[src/sv/hrl_pkg.sv]
// Shared types and constants for the hex record loader.
`timescale 1ns / 1ps

package hrl_pkg;

  localparam int ADDR_WIDTH_DEF = 16;
  localparam int CHAR_WIDTH     = 8;
  localparam int OUT_ADDR_WIDTH = 16;
  localparam int DATA_WIDTH     = 8;

  localparam logic [7:0] CHAR_COLON   = 8'h3A;
  localparam logic [7:0] CHAR_NEWLINE = 8'h0A;
  localparam logic [7:0] CHAR_ZERO    = 8'h30;
  localparam logic [7:0] CHAR_NINE    = 8'h39;
  localparam logic [7:0] CHAR_LOW_A   = 8'h61;
  localparam logic [7:0] CHAR_LOW_F   = 8'h66;
  localparam logic [7:0] LOW_A_OFFSET = 8'h57;
  localparam logic [7:0] UP_A_OFFSET  = 8'h37;
  localparam logic [7:0] TYPE_EOF     = 8'h01;

  typedef enum logic [1:0] {
    KIND_WRITE     = 2'd0,
    KIND_END       = 2'd1,
    KIND_BAD_START = 2'd2,
    KIND_BAD_SUM   = 2'd3
  } kind_t;

  typedef struct packed {
    kind_t                       kind;
    logic [OUT_ADDR_WIDTH-1:0]   address;
    logic [DATA_WIDTH-1:0]       data;
  } result_t;

endpackage

[src/sv/hrl_parser.sv]
// Record parser: phase tracking, digit decoding, checksum and address counting.
`timescale 1ns / 1ps

module hrl_parser #(
  parameter int ADDR_WIDTH = hrl_pkg::ADDR_WIDTH_DEF
) (
  input  logic                                clk,
  input  logic                                rst_n,
  input  logic                                step,
  input  logic [hrl_pkg::CHAR_WIDTH-1:0]      char_in,
  output logic                                res_valid,
  output hrl_pkg::result_t                    res
);

  typedef enum logic [3:0] {
    PH_AWAIT   = 4'd0,
    PH_COUNT   = 4'd1,
    PH_ADDR_HI = 4'd2,
    PH_ADDR_LO = 4'd3,
    PH_TYPE    = 4'd4,
    PH_DATA    = 4'd5,
    PH_CHECK   = 4'd6,
    PH_SKIP    = 4'd7,
    PH_HALT    = 4'd8
  } phase_t;

  phase_t                  phase_r, phase_nxt;
  logic [3:0]              high_nibble_r, high_nibble_nxt;
  logic                    digit_half_r, digit_half_nxt;
  logic [7:0]              bytes_left_r, bytes_left_nxt;
  logic [ADDR_WIDTH-1:0]   cur_address_r, cur_address_nxt;
  logic [7:0]              record_type_r, record_type_nxt;
  logic [7:0]              running_sum_r, running_sum_nxt;

  logic [7:0] digit;
  logic [7:0] byte_val;
  logic [7:0] sum_upd;

  always_comb begin
    if (char_in >= hrl_pkg::CHAR_ZERO && char_in <= hrl_pkg::CHAR_NINE) begin
      digit = char_in - hrl_pkg::CHAR_ZERO;
    end else if (char_in >= hrl_pkg::CHAR_LOW_A && char_in <= hrl_pkg::CHAR_LOW_F) begin
      digit = char_in - hrl_pkg::LOW_A_OFFSET;
    end else begin
      digit = char_in - hrl_pkg::UP_A_OFFSET;
    end
  end

  assign byte_val = {high_nibble_r, 4'h0} + digit;
  assign sum_upd  = running_sum_r + byte_val;

  always_comb begin
    phase_nxt       = phase_r;
    high_nibble_nxt = high_nibble_r;
    digit_half_nxt  = digit_half_r;
    bytes_left_nxt  = bytes_left_r;
    cur_address_nxt = cur_address_r;
    record_type_nxt = record_type_r;
    running_sum_nxt = running_sum_r;
    res_valid       = 1'b0;
    res.kind        = hrl_pkg::KIND_WRITE;
    res.address     = '0;
    res.data        = '0;
    if (step) begin
      unique case (phase_r)
        PH_AWAIT: begin
          if (char_in == hrl_pkg::CHAR_COLON) begin
            running_sum_nxt = '0;
            digit_half_nxt  = 1'b0;
            phase_nxt       = PH_COUNT;
          end else begin
            res_valid = 1'b1;
            res.kind  = hrl_pkg::KIND_BAD_START;
            phase_nxt = PH_HALT;
          end
        end
        PH_SKIP: begin
          if (char_in == hrl_pkg::CHAR_NEWLINE) begin
            phase_nxt = PH_AWAIT;
          end
        end
        PH_COUNT, PH_ADDR_HI, PH_ADDR_LO, PH_TYPE, PH_DATA, PH_CHECK: begin
          if (!digit_half_r) begin
            high_nibble_nxt = digit[3:0];
            digit_half_nxt  = 1'b1;
          end else begin
            digit_half_nxt  = 1'b0;
            running_sum_nxt = sum_upd;
            unique case (phase_r)
              PH_COUNT: begin
                bytes_left_nxt = byte_val;
                phase_nxt      = PH_ADDR_HI;
              end
              PH_ADDR_HI: begin
                cur_address_nxt = ADDR_WIDTH'({byte_val, 8'h00});
                phase_nxt       = PH_ADDR_LO;
              end
              PH_ADDR_LO: begin
                cur_address_nxt = cur_address_r | ADDR_WIDTH'(byte_val);
                phase_nxt       = PH_TYPE;
              end
              PH_TYPE: begin
                record_type_nxt = byte_val;
                phase_nxt       = (bytes_left_r != 8'h00) ? PH_DATA : PH_CHECK;
              end
              PH_DATA: begin
                res_valid       = 1'b1;
                res.kind        = hrl_pkg::KIND_WRITE;
                res.address     = cur_address_r[hrl_pkg::OUT_ADDR_WIDTH-1:0];
                res.data        = byte_val;
                cur_address_nxt = cur_address_r + ADDR_WIDTH'(1);
                bytes_left_nxt  = bytes_left_r - 8'h01;
                if (bytes_left_r == 8'h01) begin
                  phase_nxt = PH_CHECK;
                end
              end
              default: begin
                if (sum_upd != 8'h00) begin
                  res_valid = 1'b1;
                  res.kind  = hrl_pkg::KIND_BAD_SUM;
                  phase_nxt = PH_HALT;
                end else if (record_type_r == hrl_pkg::TYPE_EOF) begin
                  res_valid   = 1'b1;
                  res.kind    = hrl_pkg::KIND_END;
                  res.address = cur_address_r[hrl_pkg::OUT_ADDR_WIDTH-1:0];
                  phase_nxt   = PH_HALT;
                end else begin
                  phase_nxt = PH_SKIP;
                end
              end
            endcase
          end
        end
        default: begin
          phase_nxt = phase_r;
        end
      endcase
    end
  end

  always_ff @(posedge clk) begin
    if (!rst_n) begin
      phase_r       <= PH_AWAIT;
      high_nibble_r <= '0;
      digit_half_r  <= 1'b0;
      bytes_left_r  <= '0;
      cur_address_r <= '0;
      record_type_r <= '0;
      running_sum_r <= '0;
    end else begin
      phase_r       <= phase_nxt;
      high_nibble_r <= high_nibble_nxt;
      digit_half_r  <= digit_half_nxt;
      bytes_left_r  <= bytes_left_nxt;
      cur_address_r <= cur_address_nxt;
      record_type_r <= record_type_nxt;
      running_sum_r <= running_sum_nxt;
    end
  end

`ifndef ASSERT_OFF
  a_halt_sticky: assert property (@(posedge clk) disable iff (!rst_n)
    phase_r == PH_HALT |=> phase_r == PH_HALT)
    else $error("parser left the halted phase");

  a_halt_silent: assert property (@(posedge clk) disable iff (!rst_n)
    phase_r == PH_HALT |-> !res_valid)
    else $error("result produced while halted");

  a_write_in_data: assert property (@(posedge clk) disable iff (!rst_n)
    res_valid && res.kind == hrl_pkg::KIND_WRITE |-> phase_r == PH_DATA && digit_half_r)
    else $error("memory write outside the data field");

  a_report_halts: assert property (@(posedge clk) disable iff (!rst_n)
    res_valid && res.kind != hrl_pkg::KIND_WRITE |=> phase_r == PH_HALT)
    else $error("report did not halt the parser");
`endif

endmodule

[src/sv/hrl_out_reg.sv]
// Result register holding one beat for the output stream.
`timescale 1ns / 1ps

module hrl_out_reg (
  input  logic              clk,
  input  logic              rst_n,
  input  logic              load,
  input  hrl_pkg::result_t  res,
  input  logic              take,
  output logic              free,
  output logic              valid,
  output hrl_pkg::result_t  res_q
);

  logic             valid_r, valid_nxt;
  hrl_pkg::result_t res_r;

  assign free = !valid_r || take;

  always_comb begin
    if (load) begin
      valid_nxt = 1'b1;
    end else if (take) begin
      valid_nxt = 1'b0;
    end else begin
      valid_nxt = valid_r;
    end
  end

  always_ff @(posedge clk) begin
    if (!rst_n) begin
      valid_r <= 1'b0;
    end else begin
      valid_r <= valid_nxt;
    end
  end

  always_ff @(posedge clk) begin
    if (load) begin
      res_r <= res;
    end
  end

  assign valid = valid_r;
  assign res_q = res_r;

endmodule

[src/sv/hex_record_loader.sv]
// Top level of the hex record loader: input register, parser and result register.
// A result passes the input register, the parser and then the result register.
// Throughput: one character per cycle when the output side keeps taking beats.
// A character that causes no result only passes through the input register.
// Reset (synchronous, active low) clears both stage valid flags and the parser
// state, which then waits for a colon at the start of a line.
`timescale 1ns / 1ps

module hex_record_loader #(
  parameter int ADDR_WIDTH = hrl_pkg::ADDR_WIDTH_DEF
) (
  input  logic        clk,
  input  logic        rst_n,
  input  logic        in_tvalid,
  output logic        in_tready,
  input  logic [7:0]  in_tdata,   // [7:0] char_in
  output logic        out_tvalid,
  input  logic        out_tready,
  output logic [23:0] out_tdata,  // [15:0] address, [23:16] data
  output logic [1:0]  out_tuser   // [1:0] kind
);

  logic                               in_v_r, in_v_nxt;
  logic [hrl_pkg::CHAR_WIDTH-1:0]     in_char_r;
  logic                               step;
  logic                               free;
  logic                               res_valid;
  hrl_pkg::result_t                   res;
  hrl_pkg::result_t                   res_q;

  assign step      = in_v_r && free;
  assign in_tready = !in_v_r || step;

  always_comb begin
    if (in_tvalid && in_tready) begin
      in_v_nxt = 1'b1;
    end else if (step) begin
      in_v_nxt = 1'b0;
    end else begin
      in_v_nxt = in_v_r;
    end
  end

  always_ff @(posedge clk) begin
    if (!rst_n) begin
      in_v_r <= 1'b0;
    end else begin
      in_v_r <= in_v_nxt;
    end
  end

  always_ff @(posedge clk) begin
    if (in_tvalid && in_tready) begin
      in_char_r <= in_tdata;
    end
  end

  hrl_parser #(
    .ADDR_WIDTH (ADDR_WIDTH)
  ) u_parser (
    .clk       (clk),
    .rst_n     (rst_n),
    .step      (step),
    .char_in   (in_char_r),
    .res_valid (res_valid),
    .res       (res)
  );

  hrl_out_reg u_out_reg (
    .clk   (clk),
    .rst_n (rst_n),
    .load  (res_valid),
    .res   (res),
    .take  (out_tready),
    .free  (free),
    .valid (out_tvalid),
    .res_q (res_q)
  );

  assign out_tdata = {res_q.data, res_q.address};
  assign out_tuser = res_q.kind;

endmodule
[config.mk]
export PLATFORM = sky130hd
export DESIGN_NAME = hex_record_loader
export DESIGN_NICKNAME = d
export VERILOG_FILES = /design/src/sv/hrl_pkg.sv /design/src/sv/hrl_parser.sv /design/src/sv/hrl_out_reg.sv /design/src/sv/hex_record_loader.sv
export SDC_FILE = /design/constraint.sdc
export NUM_CORES = 1
export LEC_CHECK = 0
export BUFFER_PORTS_ARGS = -buffer_cell sky130_fd_sc_hd__buf_2
export CAP_MARGIN = 0
export CORE_MARGIN = 2
export CORE_UTILIZATION = 40
export DETAILED_ROUTE_END_ITERATION = 16
export PLACE_DENSITY_LB_ADDON = 0.1
export SLEW_MARGIN = 20
export SYNTH_ARGS = -nofsm -noshare
export SYNTH_HDL_FRONTEND = slang
export SYNTH_SLANG_ARGS = --single-unit
[constraint.sdc]
create_clock -name clk -period 6.8 [get_ports clk]
set_input_delay 1.7 -clock clk [delete_from_list [all_inputs] [get_ports clk]]
set_output_delay 1.7 -clock clk [all_outputs]
set_load 0.005 [all_outputs]
==> Word level (Yosys, flattened, before mapping) <==
Cells that the tools add are included.
{ "totals": {"elab_cells": 107, "input_bits": 12, "ff_bits": 85, "output_inout_bits": 28} }
{ "classes": {"eq_ne": 15, "mux": 38, "magnitude_cmp": 4, "reduce_logical": 28, "n_addsub": 7, "bitwise_logic": 2} }
{ "ops": {"columns": ["cell", "n"], "rows": [
  ["16-bit one-hot mux with 3 select lines", 1],
  ["8-bit two-way mux", 5],
  ["18-bit one-hot mux with 2 select lines", 1],
  ["8-bit one-hot mux with 2 select lines", 2],
  ["26-bit two-way mux", 1],
  ["4-bit two-way mux", 6],
  ["4-bit one-hot mux with 5 select lines", 1],
  ["4-bit AND reduction", 5],
  ["17-bit two-way mux", 1],
  ["16-bit by 1-bit adder with 16-bit output, second input constant", 1],
  ["8-bit adder", 2],
  ["4-bit by 3-bit == test with 1-bit output, second input constant", 4],
  ["8-bit by 1-bit == test with 1-bit output, second input constant", 2],
  ["16-bit two-way mux", 1],
  ["16-bit by 8-bit OR with 16-bit output", 1],
  ["8-bit nonzero test", 2],
  ["8-bit by 6-bit subtractor with 8-bit output, second input constant", 2],
  ["4-bit one-hot mux with 3 select lines", 1],
  ["1-bit two-way mux", 11],
  ["3-bit AND reduction", 3],
  ["4-bit by 2-bit == test with 1-bit output, second input constant", 2],
  ["8-bit by 4-bit == test with 1-bit output, second input constant", 1],
  ["8-bit by 6-bit == test with 1-bit output, second input constant", 1],
  ["8-bit by 6-bit greater-or-equal comparator with 1-bit output, second input constant", 1],
  ["21 further kinds", 36]
]} }

==> Logic depth before layout (Yosys ltp) <==
{ "depth": {"word_depth": 13, "ltp_mapped": 21, "depth_no_buf": 21} }

==> Hierarchy <==
Synthesis repeated with hierarchy kept, for this count alone.
{ "unflattened": {"hier_cells": 542, "hier_area_um2": 4903.5} }
{ "modules_own_cells": {"columns": ["module", "cells_each", "seq_area_each_um2", "area_each_um2", "instances"], "rows": [
  ["hrl_parser", 498, 980.9, 3768.6, 1],
  ["hrl_out_reg", 30, 800.8, 829.5, 1],
  ["hex_record_loader", 14, 260.2, 305.3, 1]
]} }

==> Worst setup path before layout <==
Ideal clock, no wire load.
{ "synth_timing": {"kind": "register to register", "from": "register in_char_r[0] (netlist name)", "to": "register u_out_reg.res_r, in the netlist u_out_reg.res_q[0], enable pin", "n_path_buf": 0, "period_less_slack_ns": 5.276, "setup_time_ns": 0.418, "arrival_ns": 4.858, "slack_ns": 1.524, "path_stages_with_launch": 18, "required_time_ns": 6.382, "path_cell_list": "edfxtp_1 -> inv_1 -> ha_1 -> o21ba_1 -> o21a_1 -> o21ai_1 -> nand2_1 -> xnor2_1 -> ha_1 -> fa_1 -> ha_1 -> o21a_1 -> o31ai_1 -> a21bo_2 -> nand4b_1 -> nand2b_1 -> o31ai_1 -> a21oi_1"} }
{ "synth_between": {"elab_chain_cells": 12, "word_cells_on_any_way": 21, "classes_between": "5 x add/sub; 4 x order compare; 1 x eq/ne; 8 x mux; 3 x reduce/logical"} }
{ "synth_rtl": {"columns": ["element", "line_no", "source"], "rows": [
  ["from (decl)", "hex_record_loader.sv:24", "logic [hrl_pkg::CHAR_WIDTH-1:0] in_char_r;"],
  ["from (signal assigned)", "hex_record_loader.sv:54", "in_char_r <= in_tdata;"],
  ["8-bit by 7-bit greater-or-equal comparator with 1-bit output / 8-bit by 7-bit <= comparator with 1-bit output (equally long branches)", "hrl_parser.sv:42", "end else if (char_in >= hrl_pkg::CHAR_LOW_A && char_in <= hrl_pkg::CHAR_LOW_F) begin"],
  ["1-bit logical AND", "hrl_parser.sv:42", null],
  ["8-bit two-way mux", "hrl_parser.sv:42", null],
  ["8-bit two-way mux (*)", "hrl_parser.sv:40", "if (char_in >= hrl_pkg::CHAR_ZERO && char_in <= hrl_pkg::CHAR_NINE) begin"],
  ["8-bit adder (*)", "hrl_parser.sv:49", "assign byte_val = {high_nibble_r, 4'h0} + digit;"],
  ["net u_parser.byte_val[5]", "hrl_parser.sv:36", "logic [7:0] byte_val;"],
  ["8-bit adder (*)", "hrl_parser.sv:50", "assign sum_upd = running_sum_r + byte_val;"],
  ["8-bit nonzero test (*)", "hrl_parser.sv:118", "if (sum_upd != 8'h00) begin"],
  ["1-bit two-way mux (*)", "hrl_parser.sv:118", null],
  ["1-bit one-hot mux with 2 select lines (*)", "hrl_parser.sv:89", "unique case (phase_r)"],
  ["1-bit two-way mux (*)", "hrl_parser.sv:83", "if (!digit_half_r) begin"],
  ["1-bit one-hot mux with 2 select lines (*)", "hrl_parser.sv:65", "unique case (phase_r)"],
  ["1-bit two-way mux (*)", "hrl_parser.sv:64", "if (step) begin"],
  ["net res_valid", "hex_record_loader.sv:27", "logic res_valid;"],
  ["to (signal assigned)", "hrl_out_reg.sv:40", "res_r <= res;"],
  ["to (decl)", "hrl_out_reg.sv:16", "hrl_pkg::result_t res_r;"]
]} }
The timed path passes the listed nets; every way through them passes the cells marked *.
A chain may end at the register's enable or synchronous reset.

==> Final worst setup path <==
{ "layout_timing": {"from": "register in_char_r[0] (netlist name)", "to": "register u_out_reg.res_r, in the netlist u_out_reg.res_q[12], enable pin"} }
Same word-level chain as after synthesis.

==> results.cfg <==
[die]
die_h_um = 113.9
row_count = 40
die_x_um = 113.9
start_util = 0.4058
io_pins = 40
die_area_um2 = 12980
core_um2 = 11910

[layout]
drive_above_1_share = 0.1252
area_growth_pct = 12.68
nNetsFinal = 606
fin_area_um2 = 5446
n_antenna_cell = 0

[power_and_ir_drop]
pwr-share-comb = 0.114
p_leak_nw = 2.156
switching_share = 0.2503
p_int_mw = 0.8777
irDropWorstVdd_mv = 0.1409
pwr-share-clk = 0.411
p_per_area_nw_per_um2 = 214.9
p_sw_mw = 0.2930
p_seq_frac = 0.475

[clocking]
clkTransAtPathRegs_ns = 0.06
cts.sinks = 85
cts_hold_buf = 0
h-tree-depth = 3
post_cts_buffers = 0
clock_path_buffers = 2
tritoncts = built
clk_latency_ns = 0.34
cts_root_buffer = clkbuf_16
cts-buffers-inserted = 9
ctsResizeCount = 0

[sta]
finalSetupViolCount = 0
rsz0062_at_grt = no
period_minus_slack_ns = 5.276
hold_viol = 0
worstMarginPinSlew_ns = 0.8859
post-route-period-util = 0.7759
max_slew_margin = 0.4094
fmax_mhz = 189.5
fin_tns_setup_ns = 0
fin_skew_ns = 0.006395
slew_violations = 0
worst_slack_ns = 1.524

[grt]
grt_max_degree = 53
grt_use_total = 0.1950
antenna_found_initial = 0
first_global_vias = 3759
globalRouteMet2Util = 0.3270
use_met1 = 0.2432
busiest_layer = met2
use_met3 = 0.04942
grt_overflow_total = 0
grt_pass1_wl_mm = 19.40

[synthesis]
synth_warnings = 0
syn_avg_cell_area_um2 = 9.018
synth_edf_count = 34
yosysSeqAreaShare = 0.4225
synthCells = 536
synthTopCellsByArea = dfxtp_1 (21%), edfxtp_1 (21%), ha_1 (5.7%)
synth_top_area_frac = 0.2112
synth.largest_area_cell = dfxtp_1
ys_top_cells_by_count = nand2_1 (57), dfxtp_1 (51), nor2_1 (49)
synth_nets = 572
synth_area_um2 = 4833
synth_top_flop_cell = dfxtp_1
async_flop_share = 0
ys_seq_elements = 85
yosys.cell_count.top_type = nand2_1
ys_types = 63

[hold_path]
min_path_type = flop to flop

[place]
post-place-ws_ns = 1.547
place.gp.congestion = 0.8458
placedInstanceArea_um2 = 5162
numPortBuffers = 39
place.detailed.hpwl_mm = 8.492

[drt]
drc_errors = 0
viasPerCell = 5.526
antenna_left = 0
detailedRoute.firstPassIterationCount = 5
drt_wl_total_mm = 12.02
wl_per_cell_um = 16.65
drtIter0Drc = 223
vias = 3990

[setup_path]
critPathCaptureType = flop
arrival_ns = 5.35
path_max_fanout = 26
cp_num_buf_inv = 3
cpMaxStageDelayCell = xnor2_1
max_stage_delay_ns = 0.56
crit_type = flop to flop
critPathTopFamily = compound AO/OA/AOI/OAI gates
startpoint_type = flop
worstPathCellList = inv_1 -> ha_1 -> o21ba_1 -> o21a_1 -> o21a_2 -> xnor2_1 -> inv_1 -> ha_1 -> fa_1 -> a211oi_1 -> o21bai_1 -> a21oi_1 -> xnor2_1 -> nand4b_1 -> nand2b_1 -> o31ai_1 -> a21oi_2 -> buf_4
worst_ep_required_time_ns = 6.87

[status]
status = complete, no violations

[flow_run]
drv_cap = 0
-- layout make-up --
class,count,area (µm²)
well taps,147,183.9
multi-input cells,411,2629
fillers,1170,6465
inverters,18,67.56
clock inverters,5,51.30
flip-flops and latches,85,2042
clock buffers,11,232.7
repair buffers,45,240.2
-- state kept, by name, summed over array words and instances, names as in the netlist --
signal / flops
u_parser.record_type_r: 8
u_parser.phase_r: 4
in_char_r: 8
u_parser.cur_address_r: 16
u_parser.bytes_left_r: 8
u_out_reg.valid: 1
in_v_r: 1
u_parser.digit_half_r: 1
u_parser.high_nibble_r: 4
u_parser.running_sum_r: 8
u_out_reg.res_q: 26
-- power by group through the flow --
stage                     combinational, mW  sequential (mW)  clock [mW]
after floorplan                      0.0858            0.566           0
after global placement                0.134            0.567           0
after detailed placement              0.134            0.568           0
after CTS                             0.135            0.557       0.493
after global routing                  0.148            0.558       0.518
final                                 0.133            0.556       0.481
-- placed cells by master (no fill, tap or decap), types with 20 or more instances in the layout --
cell type / count
a21oi_1: 31
and2_1: 20
buf_2: 39
dfxtp_1: 51
edfxtp_1: 34
ha_1: 22
nand2_1: 57
nor2_1: 49
nor2b_1: 24
o21ai_0: 42
-- worst paths after layout --
kind	from	end	slack (ns)	depth (start not counted)
worst max-delay path	in_char_r[0]$_DFFE_PP_	u_out_reg.res_q[12]$_SDFFCE_PN0P_	1.52	18
worst min-delay path	u_parser.bytes_left_r[4]$_SDFFE_PN0P_	u_parser.bytes_left_r[4]$_SDFFE_PN0P_	0.49	2
worst max register to register	in_char_r[0]$_DFFE_PP_	u_out_reg.res_q[12]$_SDFFCE_PN0P_	1.52	18
worst min register to register	u_parser.bytes_left_r[4]$_SDFFE_PN0P_	u_parser.bytes_left_r[4]$_SDFFE_PN0P_	0.49	2
-- through the flow --
step	instances	hold slack, ns	total power, mW	utilization
after floorplan	536	0.4552	0.6513	-
after global placement	706	0.4772	0.7013	0.4334
after detailed placement	706	0.4831	0.7020	0.4334
after CTS	722	0.4933	1.185	0.4572
after global routing	722	0.5257	1.223	0.4572
final	722	0.4913	1.171	0.4572
-- logic make-up (layout without fill, tap and decap cells) --
group	after synthesis	in the layout	share of synthesized area
simple gates	214	214	0.2281
mux	5	5	0.01036
xor+xnor	15	15	0.03029
flops	85	85	0.4225
buf+inv	40	79	0.03443
compound gates	153	153	0.2092
fa+ha+maj	24	24	0.06523
-- tightest hold or removal path: cells and delay by family (launching register included) --
family / cells / cell delay, ns
flip-flops: 1 / 0.30
AO/OA/AOI/OAI: 2 / 0.13
-- layer usage --
metal	wire [µm]	share of wire	vias up
met1	5422	0.45	1905
met2	5921	0.49	67
met5	0	0	-
met4	192	0.016	0
li1	-	-	2004
met3	484	0.040	14
Power figures use the tool's default switching activity.
